`src/sv/sst_pkg.sv`:
```
// sst_pkg: widths, codes, state type and small helpers for the score statistic block
// no dependencies
`default_nettype none

package sst_pkg;

  localparam int MAX_ORDER = 16;
  localparam int IDX_W     = $clog2(MAX_ORDER);
  localparam int CNT_W     = $clog2(MAX_ORDER + 1);
  localparam int FAC_AW    = 2 * IDX_W;
  localparam int COL_DEPTH = MAX_ORDER + 1;
  localparam int COL_AW    = $clog2(COL_DEPTH);
  localparam int WORK_W    = 48;

  localparam int DIV_NUM_W = 96;
  localparam int DIV_DEN_W = 64;
  localparam int QUO_W     = 48;
  localparam int MUL_W     = 48;
  localparam int PROD_W    = 2 * MUL_W;

  localparam logic [QUO_W-1:0]  WMAX    = 48'h7FFF_FFFF_FFFF;
  localparam logic [QUO_W-1:0]  Q_LIM   = 48'h0000_7FFF_FFFF;
  localparam logic [63:0]       SUM_LIM = 64'h4000_0000_0000_0000;

  typedef enum logic [1:0] {
    OP_LOAD_FACTOR = 2'd0,
    OP_LOAD_COLUMN = 2'd1,
    OP_COMPUTE     = 2'd2
  } opcode_e;

  typedef enum logic [2:0] {
    ERR_OK         = 3'd0,
    ERR_ZERO_GRAD  = 3'd1,
    ERR_BAD_H22    = 3'd2,
    ERR_BAD_DEN    = 3'd3,
    ERR_ZERO_PIVOT = 3'd4
  } err_e;

  typedef enum logic [4:0] {
    ST_IDLE,
    ST_H_CHK,
    ST_SQRT,
    ST_V_RD,
    ST_V_GO,
    ST_V_DIV,
    ST_F_RD,
    ST_F_GO,
    ST_F_MUL,
    ST_U_DIV,
    ST_N_RD,
    ST_N_GO,
    ST_N_MUL,
    ST_DEN,
    ST_G_MUL,
    ST_HD_MUL,
    ST_Q_DIV,
    ST_DONE
  } state_e;

  function automatic logic [31:0] mag32(input logic [31:0] v);
    mag32 = v[31] ? (32'd0 - v) : v;
  endfunction

  function automatic logic [47:0] mag48(input logic [47:0] v);
    mag48 = v[47] ? (48'd0 - v) : v;
  endfunction

  function automatic logic [63:0] mag64(input logic [63:0] v);
    mag64 = v[63] ? (64'd0 - v) : v;
  endfunction

endpackage

`default_nettype wire

```
`src/sv/sst_div.sv`:
```
// sst_div: restoring divider, one quotient bit per cycle, quotient capped at a limit
// depends on sst_pkg
`default_nettype none

module sst_div (
  input  wire logic                          clk_i,
  input  wire logic                          rst_ni,
  input  wire logic                          start_i,
  input  wire logic [sst_pkg::DIV_NUM_W-1:0] num_i,
  input  wire logic [sst_pkg::DIV_DEN_W-1:0] den_i,
  input  wire logic [sst_pkg::QUO_W-1:0]     limit_i,
  output logic                               busy_o,
  output logic                               done_o,
  output logic [sst_pkg::QUO_W-1:0]          quo_o
);
  import sst_pkg::*;

  localparam int DCNT_W = $clog2(DIV_NUM_W);

  logic                 busy_q, busy_d;
  logic                 done_q, done_d;
  logic [DCNT_W-1:0]    cnt_q, cnt_d;
  logic [DIV_DEN_W-1:0] rem_q, rem_d;
  logic [DIV_NUM_W-1:0] nq_q, nq_d;
  logic [QUO_W-1:0]     q_q, q_d;
  logic                 ovf_q, ovf_d;
  logic [DIV_DEN_W-1:0] den_q, den_d;
  logic [QUO_W-1:0]     lim_q, lim_d;
  logic [DIV_DEN_W:0]   rem_sh;
  logic                 fits;

  always_comb begin
    rem_sh = {rem_q, nq_q[DIV_NUM_W-1]};
    fits   = rem_sh >= {1'b0, den_q};
    busy_d = busy_q;
    done_d = 1'b0;
    cnt_d  = cnt_q;
    rem_d  = rem_q;
    nq_d   = nq_q;
    q_d    = q_q;
    ovf_d  = ovf_q;
    den_d  = den_q;
    lim_d  = lim_q;
    if (start_i) begin
      busy_d = 1'b1;
      cnt_d  = '0;
      rem_d  = '0;
      nq_d   = num_i;
      q_d    = '0;
      ovf_d  = 1'b0;
      den_d  = den_i;
      lim_d  = limit_i;
    end else if (busy_q) begin
      rem_d = fits ? DIV_DEN_W'(rem_sh - {1'b0, den_q}) : rem_sh[DIV_DEN_W-1:0];
      nq_d  = {nq_q[DIV_NUM_W-2:0], 1'b0};
      q_d   = {q_q[QUO_W-2:0], fits};
      ovf_d = ovf_q | q_q[QUO_W-1];
      cnt_d = cnt_q + 1'b1;
      if (cnt_q == DCNT_W'(DIV_NUM_W - 1)) begin
        busy_d = 1'b0;
        done_d = 1'b1;
      end
    end
  end

  always_ff @(posedge clk_i or negedge rst_ni) begin
    if (!rst_ni) begin
      busy_q <= 1'b0;
      done_q <= 1'b0;
      cnt_q  <= '0;
    end else begin
      busy_q <= busy_d;
      done_q <= done_d;
      cnt_q  <= cnt_d;
    end
  end

  always_ff @(posedge clk_i) begin
    rem_q <= rem_d;
    nq_q  <= nq_d;
    q_q   <= q_d;
    ovf_q <= ovf_d;
    den_q <= den_d;
    lim_q <= lim_d;
  end

  assign busy_o = busy_q;
  assign done_o = done_q;
  assign quo_o  = (ovf_q || (q_q > lim_q)) ? lim_q : q_q;

endmodule

`default_nettype wire

```
`config.mk`:
```
export PLATFORM = sky130hd
export DESIGN_NAME = sst_div
export DESIGN_NICKNAME = d
export VERILOG_FILES = /design/src/sv/sst_pkg.sv /design/src/sv/sst_div.sv
export SDC_FILE = /design/constraint.sdc
export NUM_CORES = 1
export LEC_CHECK = 0
export BUFFER_PORTS_ARGS = -buffer_cell sky130_fd_sc_hd__buf_2
export CAP_MARGIN = 20
export CORE_MARGIN = 4
export CORE_UTILIZATION = 50
export DETAILED_ROUTE_END_ITERATION = 10
export MAX_ROUTING_LAYER = met4
export PLACE_DENSITY = 0.78
export SLEW_MARGIN = 20
export SYNTH_ARGS = -nofsm -noshare
export SYNTH_HDL_FRONTEND = slang
export SYNTH_SLANG_ARGS = --single-unit
export TNS_END_PERCENT = 20
```
`constraint.sdc`:
```
create_clock -name clk_i -period 9.4 [get_ports clk_i]
set_input_delay 0 -clock clk_i [delete_from_list [all_inputs] [get_ports clk_i]]
set_output_delay 0 -clock clk_i [all_outputs]
set_load 0.02 [all_outputs]
```
==> metrics <==
CTS Sinks=330; grt ovf=0; Yosys Warn Count=0; Setup crit end=rem_q[3]$_SDFFE_PP0P_; outcome=finished clean; Avg Cell Area, Syn=10.8 um^2; CTS Hold Bufs=211; synthesized cell area=18200 um^2; number of port buffers=260; clk slew on worst S/H paths=0.06 ns; Die Area=39500 um^2; Crit path buffers/inverters=2; simple-gate share of the synthesized area=9.42%; Pwr Density=158 nW/um^2; Setup TNS=0 ns; crit path cell chain=inv_1 > ha_1 > a21oi_2 > o21ai_0 > a211oi_2 > o22ai_1 > a32oi_1 > o211ai_2 > a41oi_4 > buf_4 > nor2_1 > a21oi_1 > a211oi_1; vias=14500; Slowest cell on crit path=a41oi_4; register area share after synthesis=48.0%; Startpoint Class=flip-flop; setup violators final=0; leak pwr=0.0108 uW; Max FO, Critical Path=79; Setup crit end kind=flip-flop; Worst Clk Skew=0.0235 ns; R2R Setup Slk=4.96 ns; Die Width=199 um; Final period util=47.2%; Final Max Tran Viols=0; CTS buffer count=37; Post-synth EDFFs=208; Placeable Area=35700 um^2; nets=2446; reg-to-reg endpoint=rem_q[3]$_SDFFE_PP0P_; FF-to-FF path depth=13; post-cts resize count=0; CP delay by family, top=compound AO/OA/AOI/OAI gates; ys flop type=edfxtp_1; #FFs+latches synth=330; initial antenna violation count=7; Synth Instances=1693; pin count of the biggest net entering global routing=187; Peak VDD IR=152 uV; Pre-antenna DRT Iters=5; clock latency on the worst-skew pair=0.56 ns; Min Clock Period, post-route=4.44 ns; row count=69; Die Ht=199 um; Net Count, Synth=2018; first-pass GRT wire length=77.9 mm; Initial Util=50.9%; DRC Markers=0; Slew headroom=28.0%; post-synthesis compound-gate area fraction=13.3%; WL final=49.6 mm; worst setup margin=4.96 ns; Max H-tree Level=2; Crit path depth=13; GP Congestion=0.913; Critical R2R Launch=den_q[28]$_DFFE_PP_; Boundary Pins=261; final cell utilization of the core=64.7%; critical path arrival=4.83 ns; Post-Synth Adder-Cell Area=7.88%; hold crit path type=in2reg; RSZ-0062 raised after global routing=no; most common cell after layout, fill and taps aside=buf_2; clk root buf=clkbuf_16; Yosys cell types=66; Post-DP HPWL=30.6 mm; Layout Area Growth over Synthesis=27.0%; ys async rst share=2.73%; Max Cap Violations=0; clk buf depth=3; Hold Slack=0.154 ns; multiplexer share of the synthesized area=13.4%; CTS tree=done; CP startpoint=den_q[28]$_DFFE_PP_; CP Data Required Time=9.79 ns; DRT iter0 DRCs=876; post-synthesis xor/xnor area fraction=2.84%; most frequent cells in the layout=259 x buf_2, 211 x dlygate4sd3_1, 208 x edfxtp_1; Place WS=5.05 ns; Antenna Nets Post-Route=0; largest family of logic cells by synthesized area=multiplexers; slowest stage delay, CP=0.92 ns; slew of the pin with the lowest slew margin=1.08 ns; vias in the first global route=15100; layout cells sized above 1=22.8%; routed vias/inst=5.56; # fillers=2686; Fin. Hold Viols=0; post-CTS setup buffer count=0; WS Path Type=reg2reg; DR WL/cell=19.0 um; gr usage total=25.0%; f_max=0.225 GHz
[flip-flops by register name, indices dropped and copies added, names as in the netlist]
name and count:
q_q 48, den_q 64, ovf_q 1, cnt_q 7, lim_q 48, done_o 1
busy_o 1, rem_q 64, nq_q 96
[cell usage after synthesis, types with 44 or more instances]
cell | number | area (um^2)
a21o_1 | 57 | 428
a21oi_1 | 124 | 621
mux2_2 | 123 | 1390
o21ai_0 | 61 | 305
nor2_1 | 171 | 642
ha_1 | 113 | 1410
clkbuf_1 | 44 | 165
dfxtp_1 | 113 | 2260
inv_1 | 132 | 495
nand2_1 | 79 | 297
mux2i_1 | 75 | 751
edfxtp_1 | 208 | 6250
[kinds of logic after synthesis]
kind of cell,count (synthesis)
buffers and inverters,221
DFF,330
muxes,218
AOI/OAI and AO/OA,375
adders and majority gates,114
xor gates and xnor gates,59
and+or+nand+nor,376
[stage by stage]
step                      instance area [um^2]  instances  total power [uW]
after detailed placement                 19700       2332              2070
after global routing                     23100       2617              3790
after floorplan                          18200       1693              1950
after CTS                                23100       2610              3650
after global placement                   19700       2332              2060
final                                    23100       2617              3660
[final cells by class]
type	count	area, um^2	area share [%]
Antenna cell	7	17.5	0.0758
Clock buffer	43	990	4.28
Clock inverter	24	268	1.16
Inverter	132	497	2.15
Multi-Input combinational cell	1142	8550	37.0
Sequential cell	330	8740	37.8
Tap cell	461	577	2.49
Timing Repair Buffer	478	3490	15.1
[report_power, final]
group	leakage, uW	internal, uW	switching (uW)
registers	0.00314	1650	43.0
logic	0.00703	219	226
clock network	0.000616	897	624
total	0.0108	2760	893
[worst min path at each step]
stage | start | end | slack [ns] | cells past startpoint
2_1_floorplan | rst_ni | busy_o$_DFF_PN0_ | -0.30 | 0
3_3_place_gp | rst_ni | cnt_q[6]$_DFFE_PN0P_ | -0.14 | 1
3_5_place_dp | rst_ni | cnt_q[6]$_DFFE_PN0P_ | -0.14 | 1
4_1_cts | limit_i[15] | lim_q[15]$_DFFE_PP_ | 0.13 | 2
5_1_grt | limit_i[33] | lim_q[33]$_DFFE_PP_ | 0.14 | 2
6_report | den_i[15] | den_q[15]$_DFFE_PP_ | 0.15 | 2
[routing by layer]
layer	part of all wire, %	global-route usage [%]
met3	7.0	4.83
met5	0	-
met1	40	30.0
met2	49	41.9
met4	3.9	9.78
Note: power is estimated with default switching activity, not from simulation.
