File: config.mk
export PLATFORM = sky130hd
export DESIGN_NAME = sst_mul
export DESIGN_NICKNAME = d
export VERILOG_FILES = /design/src/sv/sst_pkg.sv /design/src/sv/sst_mul.sv
export SDC_FILE = /design/constraint.sdc
export NUM_CORES = 2
export LEC_CHECK = 0
export BUFFER_PORTS_ARGS = -buffer_cell sky130_fd_sc_hd__buf_4
export CORE_ASPECT_RATIO = 1.5
export CORE_MARGIN = 2
export CORE_UTILIZATION = 50
export CTS_BUF_LIST = sky130_fd_sc_hd__clkbuf_8 sky130_fd_sc_hd__clkbuf_16
export DETAILED_ROUTE_END_ITERATION = 8
export HOLD_SLACK_MARGIN = 0.08
export PLACE_DENSITY = 0.68
export SLEW_MARGIN = 20
export SYNTH_ARGS = -nofsm -noshare
export SYNTH_HDL_FRONTEND = slang
export SYNTH_SLANG_ARGS = --single-unit
File: constraint.sdc
create_clock -name clk_i -period 19.4 [get_ports clk_i]
set_clock_uncertainty 0.05 [all_clocks]
set_input_delay 0.97 -clock clk_i [delete_from_list [all_inputs] [get_ports clk_i]]
set_output_delay 0.97 -clock clk_i [all_outputs]
set_load 0.03 [all_outputs]
File: src/sv/sst_pkg.sv
// sst_pkg: widths, codes, state type and small helpers for the score statistic block
// no dependencies
`default_nettype none

package sst_pkg;

  localparam int MAX_ORDER = 16;
  localparam int IDX_W     = $clog2(MAX_ORDER);
  localparam int CNT_W     = $clog2(MAX_ORDER + 1);
  localparam int FAC_AW    = 2 * IDX_W;
  localparam int COL_DEPTH = MAX_ORDER + 1;
  localparam int COL_AW    = $clog2(COL_DEPTH);
  localparam int WORK_W    = 48;

  localparam int DIV_NUM_W = 96;
  localparam int DIV_DEN_W = 64;
  localparam int QUO_W     = 48;
  localparam int MUL_W     = 48;
  localparam int PROD_W    = 2 * MUL_W;

  localparam logic [QUO_W-1:0]  WMAX    = 48'h7FFF_FFFF_FFFF;
  localparam logic [QUO_W-1:0]  Q_LIM   = 48'h0000_7FFF_FFFF;
  localparam logic [63:0]       SUM_LIM = 64'h4000_0000_0000_0000;

  typedef enum logic [1:0] {
    OP_LOAD_FACTOR = 2'd0,
    OP_LOAD_COLUMN = 2'd1,
    OP_COMPUTE     = 2'd2
  } opcode_e;

  typedef enum logic [2:0] {
    ERR_OK         = 3'd0,
    ERR_ZERO_GRAD  = 3'd1,
    ERR_BAD_H22    = 3'd2,
    ERR_BAD_DEN    = 3'd3,
    ERR_ZERO_PIVOT = 3'd4
  } err_e;

  typedef enum logic [4:0] {
    ST_IDLE,
    ST_H_CHK,
    ST_SQRT,
    ST_V_RD,
    ST_V_GO,
    ST_V_DIV,
    ST_F_RD,
    ST_F_GO,
    ST_F_MUL,
    ST_U_DIV,
    ST_N_RD,
    ST_N_GO,
    ST_N_MUL,
    ST_DEN,
    ST_G_MUL,
    ST_HD_MUL,
    ST_Q_DIV,
    ST_DONE
  } state_e;

  function automatic logic [31:0] mag32(input logic [31:0] v);
    mag32 = v[31] ? (32'd0 - v) : v;
  endfunction

  function automatic logic [47:0] mag48(input logic [47:0] v);
    mag48 = v[47] ? (48'd0 - v) : v;
  endfunction

  function automatic logic [63:0] mag64(input logic [63:0] v);
    mag64 = v[63] ? (64'd0 - v) : v;
  endfunction

endpackage

`default_nettype wire

File: src/sv/sst_mul.sv
// sst_mul: 48x48 unsigned multiplier that accumulates one 24x24 partial product per cycle
// depends on sst_pkg
`default_nettype none

module sst_mul (
  input  wire logic                       clk_i,
  input  wire logic                       rst_ni,
  input  wire logic                       start_i,
  input  wire logic [sst_pkg::MUL_W-1:0]  a_i,
  input  wire logic [sst_pkg::MUL_W-1:0]  b_i,
  output logic                            busy_o,
  output logic                            done_o,
  output logic [sst_pkg::PROD_W-1:0]      prod_o
);
  import sst_pkg::*;

  localparam int HALF = MUL_W / 2;

  logic              busy_q, busy_d;
  logic              done_q, done_d;
  logic [1:0]        k_q, k_d;
  logic [MUL_W-1:0]  a_q, a_d, b_q, b_d;
  logic [PROD_W-1:0] acc_q, acc_d;
  logic [HALF-1:0]   a_part, b_part;
  logic [MUL_W-1:0]  pp;
  logic [PROD_W-1:0] pp_sh;

  always_comb begin
    a_part = k_q[1] ? a_q[MUL_W-1:HALF] : a_q[HALF-1:0];
    b_part = k_q[0] ? b_q[MUL_W-1:HALF] : b_q[HALF-1:0];
    pp     = a_part * b_part;
    unique case (k_q)
      2'd0:    pp_sh = {{MUL_W{1'b0}}, pp};
      2'd3:    pp_sh = {pp, {MUL_W{1'b0}}};
      default: pp_sh = {{HALF{1'b0}}, pp, {HALF{1'b0}}};
    endcase
    busy_d = busy_q;
    done_d = 1'b0;
    k_d    = k_q;
    a_d    = a_q;
    b_d    = b_q;
    acc_d  = acc_q;
    if (start_i) begin
      busy_d = 1'b1;
      k_d    = '0;
      a_d    = a_i;
      b_d    = b_i;
      acc_d  = '0;
    end else if (busy_q) begin
      acc_d = acc_q + pp_sh;
      k_d   = k_q + 1'b1;
      if (k_q == 2'd3) begin
        busy_d = 1'b0;
        done_d = 1'b1;
      end
    end
  end

  always_ff @(posedge clk_i or negedge rst_ni) begin
    if (!rst_ni) begin
      busy_q <= 1'b0;
      done_q <= 1'b0;
      k_q    <= '0;
    end else begin
      busy_q <= busy_d;
      done_q <= done_d;
      k_q    <= k_d;
    end
  end

  always_ff @(posedge clk_i) begin
    a_q   <= a_d;
    b_q   <= b_d;
    acc_q <= acc_d;
  end

  assign busy_o = busy_q;
  assign done_o = done_q;
  assign prod_o = acc_q;

endmodule

`default_nettype wire

==> impl_metrics.py <==
metrics = {
    "floorplanning": {
        "starting_density_of_the_core": 0.5033,
        "ios": 197,
        "die_w_um": 211.5,
        "die-height_um": 315.3,
        "dieArea_mm2": 0.06670,
        "row_count": 114,
        "fp.coreArea_mm2": 0.06419,
    },
    "critical_path": {
        "r2r_end": "prod_o[89]$_SDFFE_PP0P_",
        "critPathMostFrequentCell": "sky130_fd_sc_hd__fa_1",
        "critical_path.endpoint": "prod_o[89]$_SDFFE_PP0P_",
        "worstReg2RegStart": "k_q[0]$_DFFE_PN0P_",
        "arrival_ps": 13410,
        "timing.critical_path.required_ps": 19780,
        "crit_fanout": 30,
        "reg2reg_slack_ps": 6380,
        "worst_r2r_path_depth": 40,
        "slowest_stage": "sky130_fd_sc_hd__mux2i_2",
        "crit_type": "flip-flop to flip-flop",
        "first_element_of_the_critical_path": "k_q[0]$_DFFE_PN0P_",
        "crit_path_start_kind": "flip-flop",
        "type_of_destination_of_the_critical_path": "flip-flop",
        "slowest_delay_ps": 820,
    },
    "yosys": {
        "post_synth_main_area_contributors": "sky130_fd_sc_hd__fa_1, sky130_fd_sc_hd__ha_1, sky130_fd_sc_hd__edfxtp_1, sky130_fd_sc_hd__inv_1, sky130_fd_sc_hd__dfxtp_1",
        "yosys_warnings": 0,
        "synthMostInstantiatedCell": "sky130_fd_sc_hd__inv_1",
        "postSynthAreaPerCell_um2": 8.773,
        "synth.cells.most_frequent": "sky130_fd_sc_hd__inv_1, sky130_fd_sc_hd__fa_1, sky130_fd_sc_hd__nand2_1, sky130_fd_sc_hd__nor2_1, sky130_fd_sc_hd__ha_1",
        "synth_largest_area_cell": "sky130_fd_sc_hd__fa_1",
        "netlist_instances": 3682,
        "synth-edff-count": 96,
        "yosysSeqAreaShare": 0.1518,
        "synth_top_area_frac": 0.2993,
        "synth_flop_cell": "sky130_fd_sc_hd__edfxtp_1",
        "syn-cell-area_mm2": 0.03230,
        "syn-num-nets": 4536,
        "ys_types": 95,
        "yosys_register_bits": 196,
        "async_flop_share": 0.02041,
    },
    "timing": {
        "tightestPinTransition_ps": 1022,
        "layout_setup_ws_ps": 6376,
        "finalSetupViolations": 0,
        "setup_repair_after_global_routing_missed_its_margin": "no",
        "fin_setup_tns_ps": 0,
        "hold_viol": 0,
        "fmaxAchievable_mhz": 76.78,
        "max-slew-margin-rel": 0.2992,
        "post-route-min-period_ps": 13020,
        "report.final.slew_viol_count": 0,
        "min_period_over_period": 0.6714,
    },
    "cells_and_area": {
        "postLayoutCellArea_mm2": 0.03505,
        "area_growth_syn_to_layout_pct": 8.502,
        "post_route_cells_drive_above_1_share": 0.1022,
        "finish.net_count": 4627,
        "finished_core_util": 0.5460,
    },
    "routing": {
        "initialDrtViolationCount": 2047,
        "drc": 0,
        "wirelength_mm": 109.7,
        "wire_per_inst_um": 23.83,
        "via_count": 27170,
        "routed_via_density": 5.904,
        "ant_nets": 0,
        "drt_pre_antenna_iters": 6,
    },
    "cts": {
        "clockBufferDepth": 2,
        "clock_sink_count": 196,
        "cts.root.buffer_cell": "sky130_fd_sc_hd__clkbuf_16",
        "clkLatencyLatePin_ps": 530,
        "number_of_h_tree_branching_levels": 4,
        "cts_resized": 0,
        "post_cts_buffers": 0,
        "cts-buffers-inserted": 17,
        "holdBufCountCts": 0,
        "clk_pin_slew_worst_paths_ps": 90,
        "cts_tree": "built",
    },
    "place": {
        "detailed_place.area_mm2": 0.03441,
        "rd_place_congestion": 1.049,
        "dp_worst_setup_slack_ps": 6569,
        "place.detailed.hpwl_mm": 88.72,
        "io_buffers": 196,
    },
    "global_routing": {
        "grt_first_pass_wirelength_mm": 168.6,
        "global_route_congestion_overflow_total": 0,
        "grt_antenna_before_repair": 7,
        "global_route.usage.total": 0.3406,
        "number_of_global_route_vias_before_repair": 28590,
        "grt_max_degree": 66,
    },
    "run_status": {
        "outcome": "completed",
    },
    "run": {
        "maxCapViolations": 0,
    },
    "hold_path": {
        "hp-class": "input port to async pin",
    },
}
-- how the worst min path moves through the flow --
stage                            start                 endpoint
2_1_floorplan  prod_o[82]$_SDFFE_PP0P_  prod_o[82]$_SDFFE_PP0P_
6_report                        rst_ni         busy_o$_DFF_PN0_
4_1_cts                         rst_ni         busy_o$_DFF_PN0_
3_5_place_dp   prod_o[80]$_SDFFE_PP0P_  prod_o[80]$_SDFFE_PP0P_
5_1_grt                         rst_ni         busy_o$_DFF_PN0_
3_3_place_gp   prod_o[49]$_SDFFE_PP0P_  prod_o[49]$_SDFFE_PP0P_
-- cells in the final DEF (no fill, tap or decap), types with 18 or more instances in the layout --
master,synthesis,routed
sky130_fd_sc_hd__clkbuf_16,0,18
sky130_fd_sc_hd__and3_1,18,18
sky130_fd_sc_hd__nand4_1,43,43
sky130_fd_sc_hd__a31oi_1,21,21
sky130_fd_sc_hd__nand3_1,36,36
sky130_fd_sc_hd__a211oi_1,18,18
sky130_fd_sc_hd__edfxtp_1,96,96
sky130_fd_sc_hd__a21o_1,91,91
sky130_fd_sc_hd__xor2_1,50,50
sky130_fd_sc_hd__and2_1,49,49
sky130_fd_sc_hd__xnor2_1,77,77
sky130_fd_sc_hd__o21a_1,18,18
sky130_fd_sc_hd__nand2b_1,19,19
sky130_fd_sc_hd__mux2i_1,94,81
sky130_fd_sc_hd__a22o_1,41,41
sky130_fd_sc_hd__fa_1,483,483
sky130_fd_sc_hd__inv_1,596,596
sky130_fd_sc_hd__o21ai_0,106,106
sky130_fd_sc_hd__ha_1,272,272
sky130_fd_sc_hd__nor3_1,21,21
sky130_fd_sc_hd__o21bai_1,26,26
sky130_fd_sc_hd__nor2_1,423,420
sky130_fd_sc_hd__dfxtp_1,96,96
sky130_fd_sc_hd__buf_4,7,243
sky130_fd_sc_hd__nand2_1,431,431
sky130_fd_sc_hd__a21oi_1,158,158
sky130_fd_sc_hd__mux2_2,45,45
-- flip-flops by register name (all words and copies together), names as in the netlist --
register and flops:
a_q 48, b_q 48, busy_o 1, done_o 1, k_q 2, prod_o 96
-- cell families (layout without fill, tap and decap cells) --
| family | Yosys count | count (layout) | synth area share |
|---|---|---|---|
| buffers and inverters | 768 | 872 | 0.09409 |
| xor gates and xnor gates | 127 | 127 | 0.03443 |
| and+or+nand+nor | 1111 | 1111 | 0.1490 |
| AOI/OAI and AO/OA | 586 | 586 | 0.1211 |
| muxes | 139 | 139 | 0.04482 |
| DFF | 196 | 196 | 0.1518 |
| adders and majority gates | 755 | 755 | 0.4047 |
| other | 0 | 5 | 0 |
-- worst max-delay path: cells and delay by family, from the launching register on --
kind	cells	cell delay [ps]
AO/OA/AOI/OAI	20	5620
AND/OR/NAND/NOR	3	540
multiplexers	1	820
buffers and inverters	7	890
flip-flops	1	600
adder cells (fa/ha/maj)	9	4380
-- metal layers --
metal / global-route usage / vias up / share of wire
met5: 0 / - / 0.00027
met4: 0.2255 / 4 / 0.076
met3: 0.06116 / 390 / 0.068
met2: 0.5872 / 1207 / 0.49
met1: 0.3861 / 13460 / 0.36
li1: - / 12110 / -
-- area by class of cell --
type                    count  area, um2
fillers                  6006      29140
multi-input cells        2718      24410
flip-flops and latches    196       4911
inverters                 596       2237
repair buffers            244       1836
well taps                 812       1016
clock buffers              18      450.4
clock inverters            14      171.4
diodes                      5      12.51
-- through the flow --
| stage | hold WS, ps | std cells |
|---|---|---|
| 2_1_floorplan | 535.9 | 3682 |
| 3_3_place_gp | 424.6 | 4566 |
| 3_5_place_dp | 429.5 | 4566 |
| 4_1_cts | 159.5 | 4598 |
| 5_1_grt | 164.0 | 4598 |
| 6_report | 183.1 | 4603 |
Power is left out: the tool's default activity adds up to more than one toggle a clock period on the data nets, which glitch-free logic cannot reach.
